==> config.mk <==
export PLATFORM = sky130hd
export DESIGN_NAME = rds_block_sync_and_buffer_core
export DESIGN_NICKNAME = d
export VERILOG_FILES = /design/src/rtl/core/rdsbsb_pkg.sv /design/src/rtl/core/rdsbsb_ram.sv /design/src/rtl/core/rdsbsb_regs.sv /design/src/rtl/core/rdsbsb_sync.sv /design/src/rtl/core/rds_block_sync_and_buffer_core.sv
export VERILOG_INCLUDE_DIRS = /design/src /design/src/rtl/core
export SDC_FILE = /design/constraint.sdc
export NUM_CORES = 2
export LEC_CHECK = 0
export ABC_AREA = 1
export BUFFER_PORTS_ARGS = -buffer_cell sky130_fd_sc_hd__buf_2
export CAP_MARGIN = 20
export CELL_PAD_IN_SITES_DETAIL_PLACEMENT = 0
export CELL_PAD_IN_SITES_GLOBAL_PLACEMENT = 2
export CORE_ASPECT_RATIO = 1.75
export CORE_MARGIN = 2
export CORE_UTILIZATION = 45
export CTS_BUF_LIST = sky130_fd_sc_hd__clkbuf_4 sky130_fd_sc_hd__clkbuf_8 sky130_fd_sc_hd__clkbuf_16
export DETAILED_ROUTE_END_ITERATION = 10
export PLACE_DENSITY = 0.87
export SLEW_MARGIN = 20
export SYNTH_ARGS = -nofsm -noshare
export SYNTH_HDL_FRONTEND = slang
export SYNTH_SLANG_ARGS = --single-unit
==> constraint.sdc <==
create_clock -name clk_i -period 8.4 [get_ports clk_i]
set_clock_uncertainty 0.2 [all_clocks]
set_input_delay 0.42 -clock clk_i [delete_from_list [all_inputs] [get_ports clk_i]]
set_output_delay 0.42 -clock clk_i [all_outputs]
set_load 0.01 [all_outputs]
==> src/rtl/core/rds_block_sync_and_buffer_core_defines.svh <==
// assertion macros for the rds block sync and buffer core
// used by modules that have clk_i and rst_ni in scope
`ifndef RDS_BLOCK_SYNC_AND_BUFFER_CORE_DEFINES_SVH
`define RDS_BLOCK_SYNC_AND_BUFFER_CORE_DEFINES_SVH

// condition holds in the same cycle
`define RDSBSB_ASSERT_NOW(lbl, ante, cons, msg) \
  lbl: assert property (@(posedge clk_i) disable iff (!rst_ni) (ante) |-> (cons)) \
    else $error(msg);

// condition holds in the following cycle
`define RDSBSB_ASSERT_NEXT(lbl, ante, cons, msg) \
  lbl: assert property (@(posedge clk_i) disable iff (!rst_ni) (ante) |=> (cons)) \
    else $error(msg);

`endif

==> src/rtl/core/rdsbsb_pkg.sv <==
// shared types, codes and constants of the rds block sync and buffer core
// no dependencies
package rdsbsb_pkg;

  localparam int DATA_W   = 16;
  localparam int KIND_W   = 3;
  localparam int ERR_W    = 4;
  localparam int CLASS_W  = 2;
  localparam int REQ_W    = 7;
  localparam int SYNC_W   = 2;
  localparam int SUM_W    = 12;
  localparam int CNT_BLK_W = 8;
  localparam int THR_W    = 6;
  localparam int APB_DW   = 32;
  localparam int APB_AW   = 5;
  localparam int REG_IDX_W = 3;

  localparam int RING_BLOCKS_DEF  = 64;
  localparam int GUARD_BLOCKS_DEF = 4;

  // action codes
  localparam logic ACT_WORD = 1'b0;
  localparam logic ACT_READ = 1'b1;

  // block kinds
  localparam logic [KIND_W-1:0] KIND_A = 3'd0;
  localparam logic [KIND_W-1:0] KIND_E = 3'd5;

  // error classes
  localparam logic [CLASS_W-1:0] CLASS_NONE   = 2'd0;
  localparam logic [CLASS_W-1:0] CLASS_TWO    = 2'd1;
  localparam logic [CLASS_W-1:0] CLASS_FIVE   = 2'd2;
  localparam logic [CLASS_W-1:0] CLASS_UNCORR = 2'd3;

  // sync status codes
  localparam logic [SYNC_W-1:0] SYNC_INIT = 2'd0;
  localparam logic [SYNC_W-1:0] SYNC_HAVE = 2'd1;
  localparam logic [SYNC_W-1:0] SYNC_FULL = 2'd2;

  // register indexes
  localparam logic [REG_IDX_W-1:0] REG_ERROR_LIMIT  = 3'd0;
  localparam logic [REG_IDX_W-1:0] REG_SAVE_E       = 3'd1;
  localparam logic [REG_IDX_W-1:0] REG_UNSYNC_BLK   = 3'd2;
  localparam logic [REG_IDX_W-1:0] REG_UNSYNC_BIT   = 3'd3;
  localparam logic [REG_IDX_W-1:0] REG_UNCORR_WGT   = 3'd4;
  localparam logic [REG_IDX_W-1:0] REG_FULL_THR     = 3'd5;
  localparam logic [REG_IDX_W-1:0] REG_RX_EN        = 3'd6;

  // register reset values
  localparam logic [ERR_W-1:0]     ERROR_LIMIT_RST  = 4'd5;
  localparam logic [CNT_BLK_W-1:0] UNSYNC_BLK_RST   = 8'd10;
  localparam logic [SUM_W-1:0]     UNSYNC_BIT_RST   = 12'd20;
  localparam logic [ERR_W-1:0]     UNCORR_WGT_RST   = 4'd6;

  localparam logic [ERR_W-1:0] GRADE_TWO_MAX  = 4'd2;
  localparam logic [ERR_W-1:0] GRADE_FIVE_MAX = 4'd5;

  typedef struct packed {
    logic                 action;
    logic [DATA_W-1:0]    word_data;
    logic [KIND_W-1:0]    block_kind;
    logic [ERR_W-1:0]     error_count;
    logic [REQ_W-1:0]     request_blocks;
  } in_item_t;

  typedef struct packed {
    logic                 block_valid;
    logic [DATA_W-1:0]    out_data;
    logic [KIND_W-1:0]    out_block_kind;
    logic [CLASS_W-1:0]   error_class;
    logic                 avail_mark;
    logic                 last;
    logic [REQ_W-1:0]     blocks_read;
    logic [SYNC_W-1:0]    sync_status;
    logic                 data_available;
    logic                 buffer_full;
    logic                 new_data_event;
    logic                 word_stored;
  } out_item_t;

  typedef struct packed {
    logic [ERR_W-1:0]     error_limit;
    logic                 save_e_blocks;
    logic [CNT_BLK_W-1:0] unsync_block_count;
    logic [SUM_W-1:0]     unsync_bit_count;
    logic [ERR_W-1:0]     uncorrectable_weight;
    logic [THR_W-1:0]     full_threshold;
    logic                 receive_enable;
  } cfg_t;

  // one ring entry
  typedef struct packed {
    logic                 avail;
    logic [CLASS_W-1:0]   cls;
    logic [KIND_W-1:0]    kind;
    logic [DATA_W-1:0]    data;
  } entry_t;

  localparam int ENTRY_W = $bits(entry_t);

  // outcome of the sync machine for one word
  typedef struct packed {
    logic                 store;
    logic [CLASS_W-1:0]   cls;
    logic [SYNC_W-1:0]    state_next;
  } sync_dec_t;

endpackage

==> src/rtl/core/rdsbsb_ram.sv <==
// generic single-write, single-read ram with registered read data
// depends on nothing
module rdsbsb_ram #(
  parameter int WIDTH = 22,
  parameter int DEPTH = 64
) (
  input  logic                     clk_i,
  input  logic                     we_i,
  input  logic [$clog2(DEPTH)-1:0] waddr_i,
  input  logic [WIDTH-1:0]         wdata_i,
  input  logic                     re_i,
  input  logic [$clog2(DEPTH)-1:0] raddr_i,
  output logic [WIDTH-1:0]         rdata_o
);

  logic [WIDTH-1:0] mem_q [DEPTH];
  logic [WIDTH-1:0] rdata_q;

  always_ff @(posedge clk_i) begin
    if (we_i) begin
      mem_q[waddr_i] <= wdata_i;
    end
    if (re_i) begin
      rdata_q <= mem_q[raddr_i];
    end
  end

  assign rdata_o = rdata_q;

endmodule

==> src/rtl/core/rdsbsb_regs.sv <==
// apb configuration registers of the rds block sync and buffer core
// depends on rdsbsb_pkg
module rdsbsb_regs import rdsbsb_pkg::*; (
  input  logic              clk_i,
  input  logic              rst_ni,
  input  logic              psel,
  input  logic              penable,
  input  logic              pwrite,
  input  logic [APB_AW-1:0] paddr,
  input  logic [APB_DW-1:0] pwdata,
  output logic [APB_DW-1:0] prdata,
  output logic              pready,
  output cfg_t              cfg_o
);

  cfg_t                 cfg_q;
  logic                 wr_en;
  logic [REG_IDX_W-1:0] idx;

  assign pready = 1'b1;
  assign idx    = paddr[APB_AW-1:2];
  assign wr_en  = psel && penable && pwrite && pready;

  always_ff @(posedge clk_i or negedge rst_ni) begin
    if (!rst_ni) begin
      cfg_q.error_limit          <= ERROR_LIMIT_RST;
      cfg_q.save_e_blocks        <= 1'b0;
      cfg_q.unsync_block_count   <= UNSYNC_BLK_RST;
      cfg_q.unsync_bit_count     <= UNSYNC_BIT_RST;
      cfg_q.uncorrectable_weight <= UNCORR_WGT_RST;
      cfg_q.full_threshold       <= '0;
      cfg_q.receive_enable       <= 1'b0;
    end else if (wr_en) begin
      unique case (idx)
        REG_ERROR_LIMIT: cfg_q.error_limit          <= pwdata[ERR_W-1:0];
        REG_SAVE_E:      cfg_q.save_e_blocks        <= pwdata[0];
        REG_UNSYNC_BLK:  cfg_q.unsync_block_count   <= pwdata[CNT_BLK_W-1:0];
        REG_UNSYNC_BIT:  cfg_q.unsync_bit_count     <= pwdata[SUM_W-1:0];
        REG_UNCORR_WGT:  cfg_q.uncorrectable_weight <= pwdata[ERR_W-1:0];
        REG_FULL_THR:    cfg_q.full_threshold       <= pwdata[THR_W-1:0];
        REG_RX_EN:       cfg_q.receive_enable       <= pwdata[0];
        default: ;
      endcase
    end
  end

  always_comb begin
    prdata = '0;
    unique case (idx)
      REG_ERROR_LIMIT: prdata = APB_DW'(cfg_q.error_limit);
      REG_SAVE_E:      prdata = APB_DW'(cfg_q.save_e_blocks);
      REG_UNSYNC_BLK:  prdata = APB_DW'(cfg_q.unsync_block_count);
      REG_UNSYNC_BIT:  prdata = APB_DW'(cfg_q.unsync_bit_count);
      REG_UNCORR_WGT:  prdata = APB_DW'(cfg_q.uncorrectable_weight);
      REG_FULL_THR:    prdata = APB_DW'(cfg_q.full_threshold);
      REG_RX_EN:       prdata = APB_DW'(cfg_q.receive_enable);
      default:         prdata = '0;
    endcase
  end

  assign cfg_o = cfg_q;

endmodule

==> src/rtl/core/rdsbsb_sync.sv <==
// rds sync state machine with error grading and error accounting
// depends on rdsbsb_pkg and the core defines header
`include "rds_block_sync_and_buffer_core_defines.svh"
module rdsbsb_sync import rdsbsb_pkg::*; (
  input  logic              clk_i,
  input  logic              rst_ni,
  input  cfg_t              cfg_i,
  input  logic              go_i,
  input  logic [KIND_W-1:0] kind_i,
  input  logic [ERR_W-1:0]  err_i,
  output sync_dec_t         dec_o,
  output logic [SYNC_W-1:0] state_o
);

  typedef enum logic [SYNC_W-1:0] {
    S_INIT = SYNC_INIT,
    S_HAVE = SYNC_HAVE,
    S_FULL = SYNC_FULL
  } sync_state_e;

  sync_state_e          sync_q, sync_d;
  logic [SUM_W-1:0]     sum_q, sum_d;
  logic [CNT_BLK_W-1:0] cnt_q, cnt_d;
  logic [CLASS_W-1:0]   cls;
  logic [ERR_W-1:0]     weight;
  logic [SUM_W:0]       sum_add;
  logic [SUM_W-1:0]     sum_acc;
  logic [CNT_BLK_W-1:0] cnt_acc;

  always_comb begin
    if (err_i == '0) begin
      cls = CLASS_NONE;
    end else if (err_i <= GRADE_TWO_MAX && err_i <= cfg_i.error_limit) begin
      cls = CLASS_TWO;
    end else if (err_i <= GRADE_FIVE_MAX && err_i <= cfg_i.error_limit) begin
      cls = CLASS_FIVE;
    end else begin
      cls = CLASS_UNCORR;
    end
  end

  assign weight  = (cls == CLASS_UNCORR) ? cfg_i.uncorrectable_weight : err_i;
  assign sum_add = {1'b0, sum_q} + (SUM_W+1)'(weight);

  always_comb begin
    sync_d  = sync_q;
    sum_d   = sum_q;
    cnt_d   = cnt_q;
    sum_acc = '0;
    cnt_acc = '0;
    dec_o   = '0;
    if (cfg_i.receive_enable) begin
      unique case (sync_q)
        S_INIT: sync_d = S_HAVE;
        S_HAVE: begin
          if (kind_i == KIND_A && err_i == '0) begin
            sync_d    = S_FULL;
            dec_o.store = 1'b1;
            dec_o.cls   = CLASS_NONE;
          end
        end
        S_FULL: begin
          dec_o.store = (kind_i != KIND_E) || cfg_i.save_e_blocks;
          dec_o.cls   = cls;
          if (weight != '0) begin
            sum_acc = sum_add[SUM_W] ? '1 : sum_add[SUM_W-1:0];
            cnt_acc = (cnt_q == '1) ? cnt_q : cnt_q + 1'b1;
          end
          sum_d = sum_acc;
          cnt_d = cnt_acc;
          if (cnt_acc >= cfg_i.unsync_block_count) begin
            if (sum_acc >= cfg_i.unsync_bit_count) begin
              sync_d = S_HAVE;
            end
            sum_d = '0;
            cnt_d = '0;
          end
        end
        default: ;
      endcase
    end
    dec_o.state_next = sync_d;
  end

  always_ff @(posedge clk_i or negedge rst_ni) begin
    if (!rst_ni) begin
      sync_q <= S_INIT;
      sum_q  <= '0;
      cnt_q  <= '0;
    end else if (go_i) begin
      sync_q <= sync_d;
      sum_q  <= sum_d;
      cnt_q  <= cnt_d;
    end
  end

  assign state_o = sync_q;

  `RDSBSB_ASSERT_NOW(a_counters_clear, sync_q != S_FULL, sum_q == '0 && cnt_q == '0, "error counters set outside full sync")
  `RDSBSB_ASSERT_NEXT(a_no_reinit, sync_q != S_INIT, sync_q != S_INIT, "sync machine fell back to init")
  `RDSBSB_ASSERT_NEXT(a_hold_idle, !go_i, $stable(sync_q) && $stable(sum_q), "sync state moved without a word")

endmodule

==> src/rtl/core/rds_block_sync_and_buffer_core.sv <==
// Flow: an incoming word is captured, then graded, with the sync machine and error counters
// updated and the ring ram written. A host read captures and sizes the transfer and issues the
// first ring ram read, then returns one block per cycle while the output is not stalled, a pace
// set by the registered read port; an empty read returns one result without blocks. Output
// stalls hold the walk. Results leave through an output register, and a new item is taken as
// soon as the previous one has finished its work even while its last result waits. The ring
// needs no clearing pass after reset.
//
// top level: config registers, sync machine, ring ram and read sequencer
// depends on rdsbsb_pkg, rdsbsb_regs, rdsbsb_sync, rdsbsb_ram and the core defines header
`include "rds_block_sync_and_buffer_core_defines.svh"
module rds_block_sync_and_buffer_core import rdsbsb_pkg::*; #(
  parameter int RING_BLOCKS  = RING_BLOCKS_DEF,
  parameter int GUARD_BLOCKS = GUARD_BLOCKS_DEF
) (
  input  logic              clk_i,
  input  logic              rst_ni,
  input  logic              in_valid_i,
  input  in_item_t          in_item_i,
  output logic              in_stall_o,
  output logic              out_valid_o,
  output out_item_t         out_item_o,
  input  logic              out_stall_i,
  input  logic              psel,
  input  logic              penable,
  input  logic              pwrite,
  input  logic [APB_AW-1:0] paddr,
  input  logic [APB_DW-1:0] pwdata,
  output logic [APB_DW-1:0] prdata,
  output logic              pready
);

  localparam int PTR_W  = $clog2(RING_BLOCKS);
  localparam int FILL_W = $clog2(RING_BLOCKS + 1);
  localparam int CNT_W  = (FILL_W > REQ_W) ? FILL_W : REQ_W;

  typedef enum logic [1:0] {
    ST_IDLE,
    ST_EXEC,
    ST_DRAIN
  } ctrl_state_e;

  ctrl_state_e       state_q, state_d;
  in_item_t          item_q;
  logic [PTR_W-1:0]  wp_q, wp_d, rp_q, rp_d, wp_inc, rp_inc;
  logic              avail_q, avail_d, full_q, full_d;
  logic              out_valid_q, out_valid_d;
  out_item_t         out_q, out_d;
  logic              rdata_v_q, rdata_v_d, rlast_q, rlast_d;
  logic [CNT_W-1:0]  iss_left_q, iss_left_d, n_q, n_d;
  logic              drain_all_q, drain_all_d;

  cfg_t              cfg;
  sync_dec_t         dec;
  logic [SYNC_W-1:0] sync_state;
  logic              sync_go;

  logic [CNT_W-1:0]  fill, req_ext, thr_ext, n_calc;
  logic              can_store, out_free, move, issue, in_acc;
  logic              ram_we;
  entry_t            wentry, rentry;
  logic [ENTRY_W-1:0] ram_rdata;

  rdsbsb_regs u_regs (
    .clk_i   (clk_i),
    .rst_ni  (rst_ni),
    .psel    (psel),
    .penable (penable),
    .pwrite  (pwrite),
    .paddr   (paddr),
    .pwdata  (pwdata),
    .prdata  (prdata),
    .pready  (pready),
    .cfg_o   (cfg)
  );

  rdsbsb_sync u_sync (
    .clk_i   (clk_i),
    .rst_ni  (rst_ni),
    .cfg_i   (cfg),
    .go_i    (sync_go),
    .kind_i  (item_q.block_kind),
    .err_i   (item_q.error_count),
    .dec_o   (dec),
    .state_o (sync_state)
  );

  rdsbsb_ram #(
    .WIDTH (ENTRY_W),
    .DEPTH (RING_BLOCKS)
  ) u_ring (
    .clk_i   (clk_i),
    .we_i    (ram_we),
    .waddr_i (wp_q),
    .wdata_i (wentry),
    .re_i    (issue),
    .raddr_i (rp_q),
    .rdata_o (ram_rdata)
  );

  assign fill = (rp_q > wp_q)
              ? (CNT_W'(RING_BLOCKS) - CNT_W'(rp_q) + CNT_W'(wp_q))
              : (CNT_W'(wp_q) - CNT_W'(rp_q));
  assign can_store = (CNT_W'(RING_BLOCKS) - fill) >= CNT_W'(GUARD_BLOCKS);
  assign req_ext   = CNT_W'(item_q.request_blocks);
  assign thr_ext   = CNT_W'(cfg.full_threshold);
  assign n_calc    = (req_ext < fill) ? req_ext : fill;

  assign wp_inc = (wp_q == PTR_W'(RING_BLOCKS - 1)) ? '0 : wp_q + 1'b1;
  assign rp_inc = (rp_q == PTR_W'(RING_BLOCKS - 1)) ? '0 : rp_q + 1'b1;

  assign out_free = !out_valid_q || !out_stall_i;
  assign in_acc   = in_valid_i && (state_q == ST_IDLE);
  assign sync_go  = (state_q == ST_EXEC) && (item_q.action == ACT_WORD) && out_free;
  assign ram_we   = sync_go && dec.store && can_store;
  assign move     = (state_q == ST_DRAIN) && rdata_v_q && out_free;
  assign issue    = (state_q == ST_DRAIN) && (iss_left_q != '0) && (!rdata_v_q || move);

  assign rentry       = entry_t'(ram_rdata);
  assign wentry.avail = 1'b1;
  assign wentry.cls   = dec.cls;
  assign wentry.kind  = item_q.block_kind;
  assign wentry.data  = item_q.word_data;

  always_comb begin
    state_d     = state_q;
    wp_d        = wp_q;
    rp_d        = rp_q;
    avail_d     = avail_q;
    full_d      = full_q;
    out_d       = out_q;
    out_valid_d = out_valid_q && out_stall_i;
    rdata_v_d   = rdata_v_q;
    rlast_d     = rlast_q;
    iss_left_d  = iss_left_q;
    n_d         = n_q;
    drain_all_d = drain_all_q;

    unique case (state_q)
      ST_IDLE: begin
        if (in_valid_i) begin
          state_d = ST_EXEC;
        end
      end
      ST_EXEC: begin
        if (item_q.action == ACT_WORD) begin
          if (out_free) begin
            out_d = '0;
            if (ram_we) begin
              wp_d = wp_inc;
              if (fill != '0) begin
                avail_d = 1'b1;
              end
            end
            if (dec.store && thr_ext != '0 && fill >= thr_ext) begin
              full_d = 1'b1;
              out_d.new_data_event = 1'b1;
            end
            out_d.word_stored    = ram_we;
            out_d.last           = 1'b1;
            out_d.sync_status    = dec.state_next;
            out_d.data_available = avail_d;
            out_d.buffer_full    = full_d;
            out_valid_d          = 1'b1;
            state_d              = ST_IDLE;
          end
        end else if (n_calc == '0) begin
          if (out_free) begin
            out_d                = '0;
            out_d.last           = 1'b1;
            out_d.sync_status    = sync_state;
            out_d.data_available = avail_q;
            out_d.buffer_full    = full_q;
            out_valid_d          = 1'b1;
            state_d              = ST_IDLE;
          end
        end else begin
          if (n_calc == fill) begin
            avail_d = 1'b0;
          end
          if (n_calc < thr_ext) begin
            full_d = 1'b0;
          end
          iss_left_d  = n_calc;
          n_d         = n_calc;
          drain_all_d = (n_calc == fill);
          state_d     = ST_DRAIN;
        end
      end
      ST_DRAIN: begin
        if (issue) begin
          rp_d       = rp_inc;
          iss_left_d = iss_left_q - 1'b1;
          rlast_d    = (iss_left_q == CNT_W'(1));
          rdata_v_d  = 1'b1;
        end else if (move) begin
          rdata_v_d = 1'b0;
        end
        if (move) begin
          out_d.block_valid    = 1'b1;
          out_d.out_data       = rentry.data;
          out_d.out_block_kind = rentry.kind;
          out_d.error_class    = rentry.cls;
          out_d.avail_mark     = rentry.avail && !(rlast_q && drain_all_q);
          out_d.last           = rlast_q;
          out_d.blocks_read    = n_q[REQ_W-1:0];
          out_d.sync_status    = sync_state;
          out_d.data_available = avail_q;
          out_d.buffer_full    = full_q;
          out_d.new_data_event = 1'b0;
          out_d.word_stored    = 1'b0;
          out_valid_d          = 1'b1;
          if (rlast_q) begin
            state_d = ST_IDLE;
          end
        end
      end
      default: state_d = ST_IDLE;
    endcase
  end

  always_ff @(posedge clk_i or negedge rst_ni) begin
    if (!rst_ni) begin
      state_q     <= ST_IDLE;
      wp_q        <= '0;
      rp_q        <= '0;
      avail_q     <= 1'b0;
      full_q      <= 1'b0;
      out_valid_q <= 1'b0;
      out_q       <= '0;
      rdata_v_q   <= 1'b0;
      rlast_q     <= 1'b0;
      iss_left_q  <= '0;
      n_q         <= '0;
      drain_all_q <= 1'b0;
    end else begin
      state_q     <= state_d;
      wp_q        <= wp_d;
      rp_q        <= rp_d;
      avail_q     <= avail_d;
      full_q      <= full_d;
      out_valid_q <= out_valid_d;
      out_q       <= out_d;
      rdata_v_q   <= rdata_v_d;
      rlast_q     <= rlast_d;
      iss_left_q  <= iss_left_d;
      n_q         <= n_d;
      drain_all_q <= drain_all_d;
    end
  end

  // capture of the accepted item
  always_ff @(posedge clk_i) begin
    if (in_acc) begin
      item_q <= in_item_i;
    end
  end

  assign in_stall_o  = (state_q != ST_IDLE);
  assign out_valid_o = out_valid_q;
  assign out_item_o  = out_q;

  `RDSBSB_ASSERT_NOW(a_issue_slot, issue, !rdata_v_q || move, "ring read issued over a held block")
  `RDSBSB_ASSERT_NOW(a_idle_clean, state_q == ST_IDLE, !rdata_v_q && iss_left_q == '0, "read walk left work behind")
  `RDSBSB_ASSERT_NEXT(a_drain_end, move && rlast_q, state_q == ST_IDLE && out_valid_q && out_q.last, "final block did not end the read")

endmodule
Word level (Yosys, flattened, before mapping):

Memory sizes are Yosys's and may differ from the RTL's. A register that Yosys moved wholly into a read port is not among the register bits.
Index checks and enable logic that the tools add are counted.

* bits in registers: 182
* RAM bits: 1344
* bits of input ports: 75
* output and inout bits: 72
* word-level logic and storage cells: 212
* memories: 1

Memories
* u_ring.mem_q: words 64, bits a word 21, rd ports 1, clocked after memory_dff 1, wr ports 1, RTL line rdsbsb_ram.sv:16 `logic [WIDTH-1:0] mem_q [DEPTH];`

* $add $sub $neg: 9
* order comparisons: 10
* eq/ne operators: 29
* muxes and demuxes: 65
* bitwise gates (word level): 2
* reduce and logical (&&, ||, !) cells: 57

Operator list (count)
* two-way mux 37 bit: 5
* case mux 12 bit (7 select lines): 1
* case mux 37 bit (2 select lines): 1
* two-way mux 12 bit: 5
* two-way mux 8 bit: 5
* two-way mux 7 bit: 5
* two-way mux 2 bit: 12
* two-way mux 1 bit: 21
* nonzero test 7 bit: 3
* logical AND 1 bit: 19
* AND reduction 2 bit: 9
* AND reduction 4 bit: 4
* inequality test 2 bit, second input constant: 7
* case mux 7 bit (2 select lines): 1
* adder 12 x 4 -> 13 bit: 1
* adder 6 x 1 -> 6 bit, second input constant: 2
* equality test 6 bit, second input constant: 2
* greater-or-equal comparator 12 bit: 1
* two-way mux 6 bit: 2
* case mux 2 bit (3 select lines): 2
* equality test 3 bit, second input constant: 3
* inequality test 3 bit, second input constant: 3
* AND reduction 3 bit: 3
* adder 8 x 1 -> 8 bit, second input constant: 1
* other kinds (37): 54

Logic depth before layout (Yosys ltp):

* word-level depth: 20
* gate-level depth with buffers: 35
* mapped depth without buffers: 35

Hierarchy:

A second synthesis with hierarchy kept.

* cell total of the unflattened synthesis: 6147
* area, all modules: 67900.1 µm²

By module, submodules not included
* rdsbsb_ram: times used 1, cells each 4800, area each 57531.4 µm², seq. area each 42941.2 µm²
* rds_block_sync_and_buffer_core: times used 1, cells each 673, area each 5600.4 µm², seq. area each 2707.6 µm²
* rdsbsb_sync: times used 1, cells each 416, area each 2622.5 µm², seq. area each 550.5 µm²
* rdsbsb_regs: times used 1, cells each 258, area each 2145.8 µm², seq. area each 910.9 µm²

Worst setup path after synthesis:

No wires, ideal clock.

* kind: register -> register
* start: register u_regs.cfg_q (netlist bit u_regs.cfg_o[34])
* end: register out_q (netlist bit out_item_o[5])
* setup time: 122 ps
* arrival time: 3981 ps
* data required time: 8078 ps
* slack: 4097 ps
* cell stages (with the launch flop): 34
* path buffers: 1
* clock period less this slack: 4303 ps
* cells stage by stage: dfstp_2 > inv_1 > ha_1 > nand2_1 > o21ai_0 > o21ai_1 > nand2_1 > nand2_1 > nand2_1 > o21ai_0 > ha_1 > inv_1 > fa_1 > inv_1 > a31oi_1 > inv_1 > nand3_1 > clkbuf_1 > nand3_1 > and2_1 > ha_1 > nand2_1 > nor2_1 > nand2_1 > nor2_1 > nand2_1 > nand4_1 > nand2_1 > nand2_1 > nand2_1 > nand3_1 > nand2_1 > inv_1 > o21ai_1

* word-level cells in the longest chain between the ends: 20
* elaborated cells between the ends (all ways): 26
* those cells by class: add/sub (1); order compare (3); eq/ne (1); mux (18); reduce/logical (3)

RTL lines
* start, declared: RTL line rdsbsb_regs.sv:16 `cfg_t cfg_q;`
* less-or-equal comparator 4 bit *: RTL line rdsbsb_sync.sv:33, rdsbsb_sync.sv:35
* logical AND 1 bit: RTL line rdsbsb_sync.sv:35 `end else if (err_i <= GRADE_FIVE_MAX && err_i <= cfg_i.error_limit) begin`
* two-way mux 1 bit: RTL line rdsbsb_sync.sv:35
* two-way mux 2 bit *: RTL line rdsbsb_sync.sv:33 `end else if (err_i <= GRADE_TWO_MAX && err_i <= cfg_i.error_limit) begin`
* two-way mux 2 bit *: RTL line rdsbsb_sync.sv:31 `if (err_i == '0) begin`
* equality test 2 bit *: RTL line rdsbsb_sync.sv:42 `assign weight = (cls == CLASS_UNCORR) ? cfg_i.uncorrectable_weight : err_i;`
* two-way mux 4 bit *: RTL line rdsbsb_sync.sv:42
* adder 12 x 4 -> 13 bit: RTL line rdsbsb_sync.sv:43 `assign sum_add = {1'b0, sum_q} + (SUM_W+1)'(weight);`
* [... 4 more ...]
* greater-or-equal comparator 12 bit: RTL line rdsbsb_sync.sv:72 `if (sum_acc >= cfg_i.unsync_bit_count) begin`
* two-way mux 2 bit: RTL line rdsbsb_sync.sv:72
* two-way mux 2 bit *: RTL line rdsbsb_sync.sv:71 `if (cnt_acc >= cfg_i.unsync_block_count) begin`
* case mux 2 bit (3 select lines) *: RTL line rdsbsb_sync.sv:53 `unique case (sync_q)`
* two-way mux 2 bit *: RTL line rdsbsb_sync.sv:52 `if (cfg_i.receive_enable) begin`
* two-way mux 37 bit *: RTL line rds_block_sync_and_buffer_core.sv:147 `if (out_free) begin`
* two-way mux 37 bit *: RTL line rds_block_sync_and_buffer_core.sv:146 `if (item_q.action == ACT_WORD) begin`
* case mux 37 bit (2 select lines) *: RTL line rds_block_sync_and_buffer_core.sv:139 `unique case (state_q)`
* end signal, assigned: RTL line rds_block_sync_and_buffer_core.sv:243 `out_q <= out_d;`
* end, declared: RTL line rds_block_sync_and_buffer_core.sv:48 `out_item_t out_q, out_d;`

Every way passes the cells marked *; elsewhere a longest branch is shown, timed or not. The select of a mux whose other input is x is not followed.
A chain may end at the register's enable or synchronous reset.

Worst setup path in the final report:

* start: register rp_q[4]
* end: register out_q (netlist bit out_item_o[24])

* word-level cells in the longest chain between the ends: 8
* elaborated cells between the ends (all ways): 11
* those cells by class: add/sub (3); order compare (2); eq/ne (2); mux (2); reduce/logical (2)

RTL lines
* start, declared: RTL line rds_block_sync_and_buffer_core.sv:45 `logic [PTR_W-1:0] wp_q, wp_d, rp_q, rp_d, wp_inc, rp_inc;`
* start signal, assigned: RTL line rds_block_sync_and_buffer_core.sv:239 `rp_q <= rp_d;`
* subtractor 7 x 6 -> 7 bit: RTL line rds_block_sync_and_buffer_core.sv:102 `? (CNT_W'(RING_BLOCKS) - CNT_W'(rp_q) + CNT_W'(wp_q))`
* adder 7 x 6 -> 7 bit: RTL line rds_block_sync_and_buffer_core.sv:102
* two-way mux 7 bit *: RTL line rds_block_sync_and_buffer_core.sv:102
* less-than comparator 7 bit: RTL line rds_block_sync_and_buffer_core.sv:107 `assign n_calc = (req_ext < fill) ? req_ext : fill;`
* two-way mux 7 bit *: RTL line rds_block_sync_and_buffer_core.sv:107
* logical NOT 7 bit *: RTL line rds_block_sync_and_buffer_core.sv:167 `end else if (n_calc == '0) begin`
* inequality test 3 bit (no line) / inequality test 3 x 2 -> 1 bit (equally long branches)
* AND reduction 5 bit (no line) *

Every way passes the cells marked *; elsewhere a longest branch is shown, timed or not.

==> flow_summary.toml <==
[outcome]
run_status = "completed"

[routing]
ant_nets = 0
drt-pass1-iter-count = 7
dr_total_vias = 41517
via_per_inst = 5.85
wirelength_um = 189000
drc = 0
wire_per_inst_um = 26.6
initialDrtViolationCount = 4235

[power]
power.leakage_nw = 24.3
p_per_area_mw_per_mm2 = 335
pwr-share-seq = 0.387
p_int_mw = 14.5
power_switching_mw = 9.05
combPwrFrac = 0.338
peakVddDrop_mv = 0.258
fin_total_pwr_mw = 23.6
clockPowerShare = 0.275
switching_share = 0.384

[placement]
place.gp.congestion = 0.862
numPortBuffers = 103
dp.final_hpwl_um = 112000

[sta]
final.setup.tns_ps = 0
slew_headroom = 0.201
drv_slew = 0
max_freq_mhz = 179
period_minus_slack_ps = 5580
rsz0062_at_grt = "no"
worst_pin_slew_ps = 1190
hold_violations = 0
fin_crit_sh = 0.664
setup_violations = 0
holdWs_ps = 45.6

[floorplanning]
die_w_um = 285
die-area_mm2 = 0.142
fp.dieH_um = 497
core-area_mm2 = 0.138
ioPinCount = 147
rows = 180
initial_utilization = 0.453

[yosys]
synth_xor_area_frac = 0.00197
synth_fa_ha_area_frac = 0.0133
ys_seq_area_frac = 0.724
synth_compound_area_frac = 0.118
postSynthCellCount = 5046
synth_seq_cells = 1525
synthSimpleGateAreaFrac = 0.109
yosysWarningCount = 0
synth_top_family_by_area = "compound AO/OA/AOI/OAI gates"
syn_avg_cell_area_um2 = 12.4
synth_cell_types = 49
synth_mux_area_frac = 0
synth_area_mm2 = 0.0624

[critical_path]
cpPeakStageDelay_ps = 490
crit_fanout = 43
cp_data_required_time_ps = 8840
end_kind = "register"
cp_slowest_cell = "buf_4"
cp.arrival_ps = 6020
r2r-end = "out_item_o[24]"
cp_top_family = "simple AND/OR/NAND/NOR gates"
path_buf_inv = 5
rrSetupSlack_ps = 2820
r2r_start = "rp_q[4]"
worst_setup_path_start_kind = "register"
crit_type = "register to register"
r2r_cells = 22
worstPathCellList = "inv_1 > buf_4 > ha_1 > nand2_1 > inv_2 > nand3_1 > nand3_1 > o2111ai_1 > ha_1 > nand2_1 > inv_2 > a21oi_2 > nand2_2 > o21ai_2 > nand2_2 > nor2_4 > nand2_2 > nand2_4 > nand3_4 > buf_4 > nand2_1 > o21ai_2"

[cts]
cts_buffers = 140
cts_tree = "yes"
cts.sinks = 1525
cts-root-buf = "clkbuf_16"
post_cts_buffers = 0
clock_insertion_delay_worst_skew_ps = 780
cts_htree_levels = 4
clkTransAtPathRegs_ps = 70
clockBufferDepth = 3

[grt]
grt_use_total = 0.264
grt_overflow = 0
grt_pass1_wl_um = 272000
grt_max_degree = 163
grt_pass1_vias = 40515
antenna_found_initial = 4

[finish]
area_growth_pct = 12.8
nets = 5311
layout_commonest_cell = "edfxtp_1"
drive_above_1_share = 0.115
final_cell_mix = "1396 x edfxtp_1, 751 x o21ai_0, 738 x nor2_1, 522 x nand2_1, 225 x nand3_1"
postLayoutCoreUtil = 0.511

[worst_hold_path]
min_path_type = "input pin to asynchronous set/reset pin"

[job]
cap_violations = 0
[registers in the layout, indices dropped and copies added, names as in the netlist, 7 cells and up]
name / flops
iss_left_q: 7
item_q: 24
n_q: 7
out_item_o: 37
req_ext: 7
u_regs.cfg_o: 36
u_ring.mem_q: 1344
u_ring.rdata_o: 21
u_sync.cnt_q: 8
u_sync.sum_q: 12
[cell type report]
class	count	area [um^2]
multi-input cells	3023	15400
clock buffers	173	3850
inverters	187	719
clock inverters	72	743
repair buffers	294	2200
diodes	2	5.00
flip-flops and latches	1525	45200
fillers	11810	67200
well taps	1820	2280
[worst max-delay path by stage]
stage	startpoint	slack, ps	depth (start not counted)	endpoint
2_1_floorplan	u_regs.cfg_o[34]	4100	33	out_item_o[5]
3_3_place_gp	u_regs.cfg_o[34]	2600	32	out_item_o[4]
3_5_place_dp	u_regs.cfg_o[34]	2640	32	out_item_o[4]
4_1_cts	u_regs.cfg_o[34]	2650	32	out_item_o[4]
5_1_grt	u_regs.cfg_o[34]	2190	31	out_item_o[4]
6_report	rp_q[4]	2820	22	out_item_o[24]
[routing by layer]
metal  part of all wire  GRT usage
met1               0.35      0.294
met2               0.51      0.458
met3              0.052     0.0306
met4              0.092      0.214
met5                  0          0
[Yosys cell counts (all sizes together)]
cell type	instances	area, um^2
nand3	226	1140
edfxtp	1396	41900
inv	181	679
o22ai	204	1280
clkbuf	252	946
nand3b	4	30.0
nor2	805	3030
nor3	21	105
a21boi	1	7.51
dfrtp	121	3030
o41ai	1	8.76
ha	63	788
nor3b	2	15.0
a22oi	1	7.51
o21ai	793	4070
a221oi	2	17.5
dfstp	8	210
clkinv	6	22.5
o2111ai	1	8.76
o221ai	143	1250
nor2b	1	6.26
o21bai	1	7.51
o211ai	32	240
xor2	14	123
o21a	2	15.0
nand2	545	2110
or2	2	12.5
buf	78	474
nor4	2	12.5
a31oi	4	25.0
a21oi	78	394
fa	2	40.0
o31ai	2	15.0
and2	3	18.8
nand4	47	313
conb	2	7.51
[power groups by stage]
stage | combinational, mW | clock [mW] | sequential, mW
final | 7.96 | 6.49 | 9.13
after detailed placement | 7.90 | 0 | 9.29
after global routing | 8.59 | 6.86 | 9.15
after floorplan | 4.70 | 0 | 9.35
after CTS | 7.95 | 6.58 | 9.13
after global placement | 7.79 | 0 | 9.28
[per-stage QoR]
stage | area, um^2 | worst slack, ps | instances
after floorplan | 62400 | 4100 | 5065
after global placement | 65100 | 2600 | 6785
after detailed placement | 65100 | 2640 | 6785
after CTS | 70400 | 2650 | 7094
after global routing | 70400 | 2190 | 7095
final | 70400 | 2820 | 7096
[cell families after synthesis]
kind of cell             count (synthesis)
AND/OR/NAND/NOR                       1658
flip-flops                            1525
AO/OA/AOI/OAI                         1265
buffers and inverters                  517
adder cells (fa/ha/maj)                 65
XOR/XNOR                                14
other                                    2
[timing repair]
action	CTS	global route
hold endpoints to repair	141	0
resized for setup	0	0
hold buffers	64	0
No activity file was read; power rests on OpenSTA's default activity.
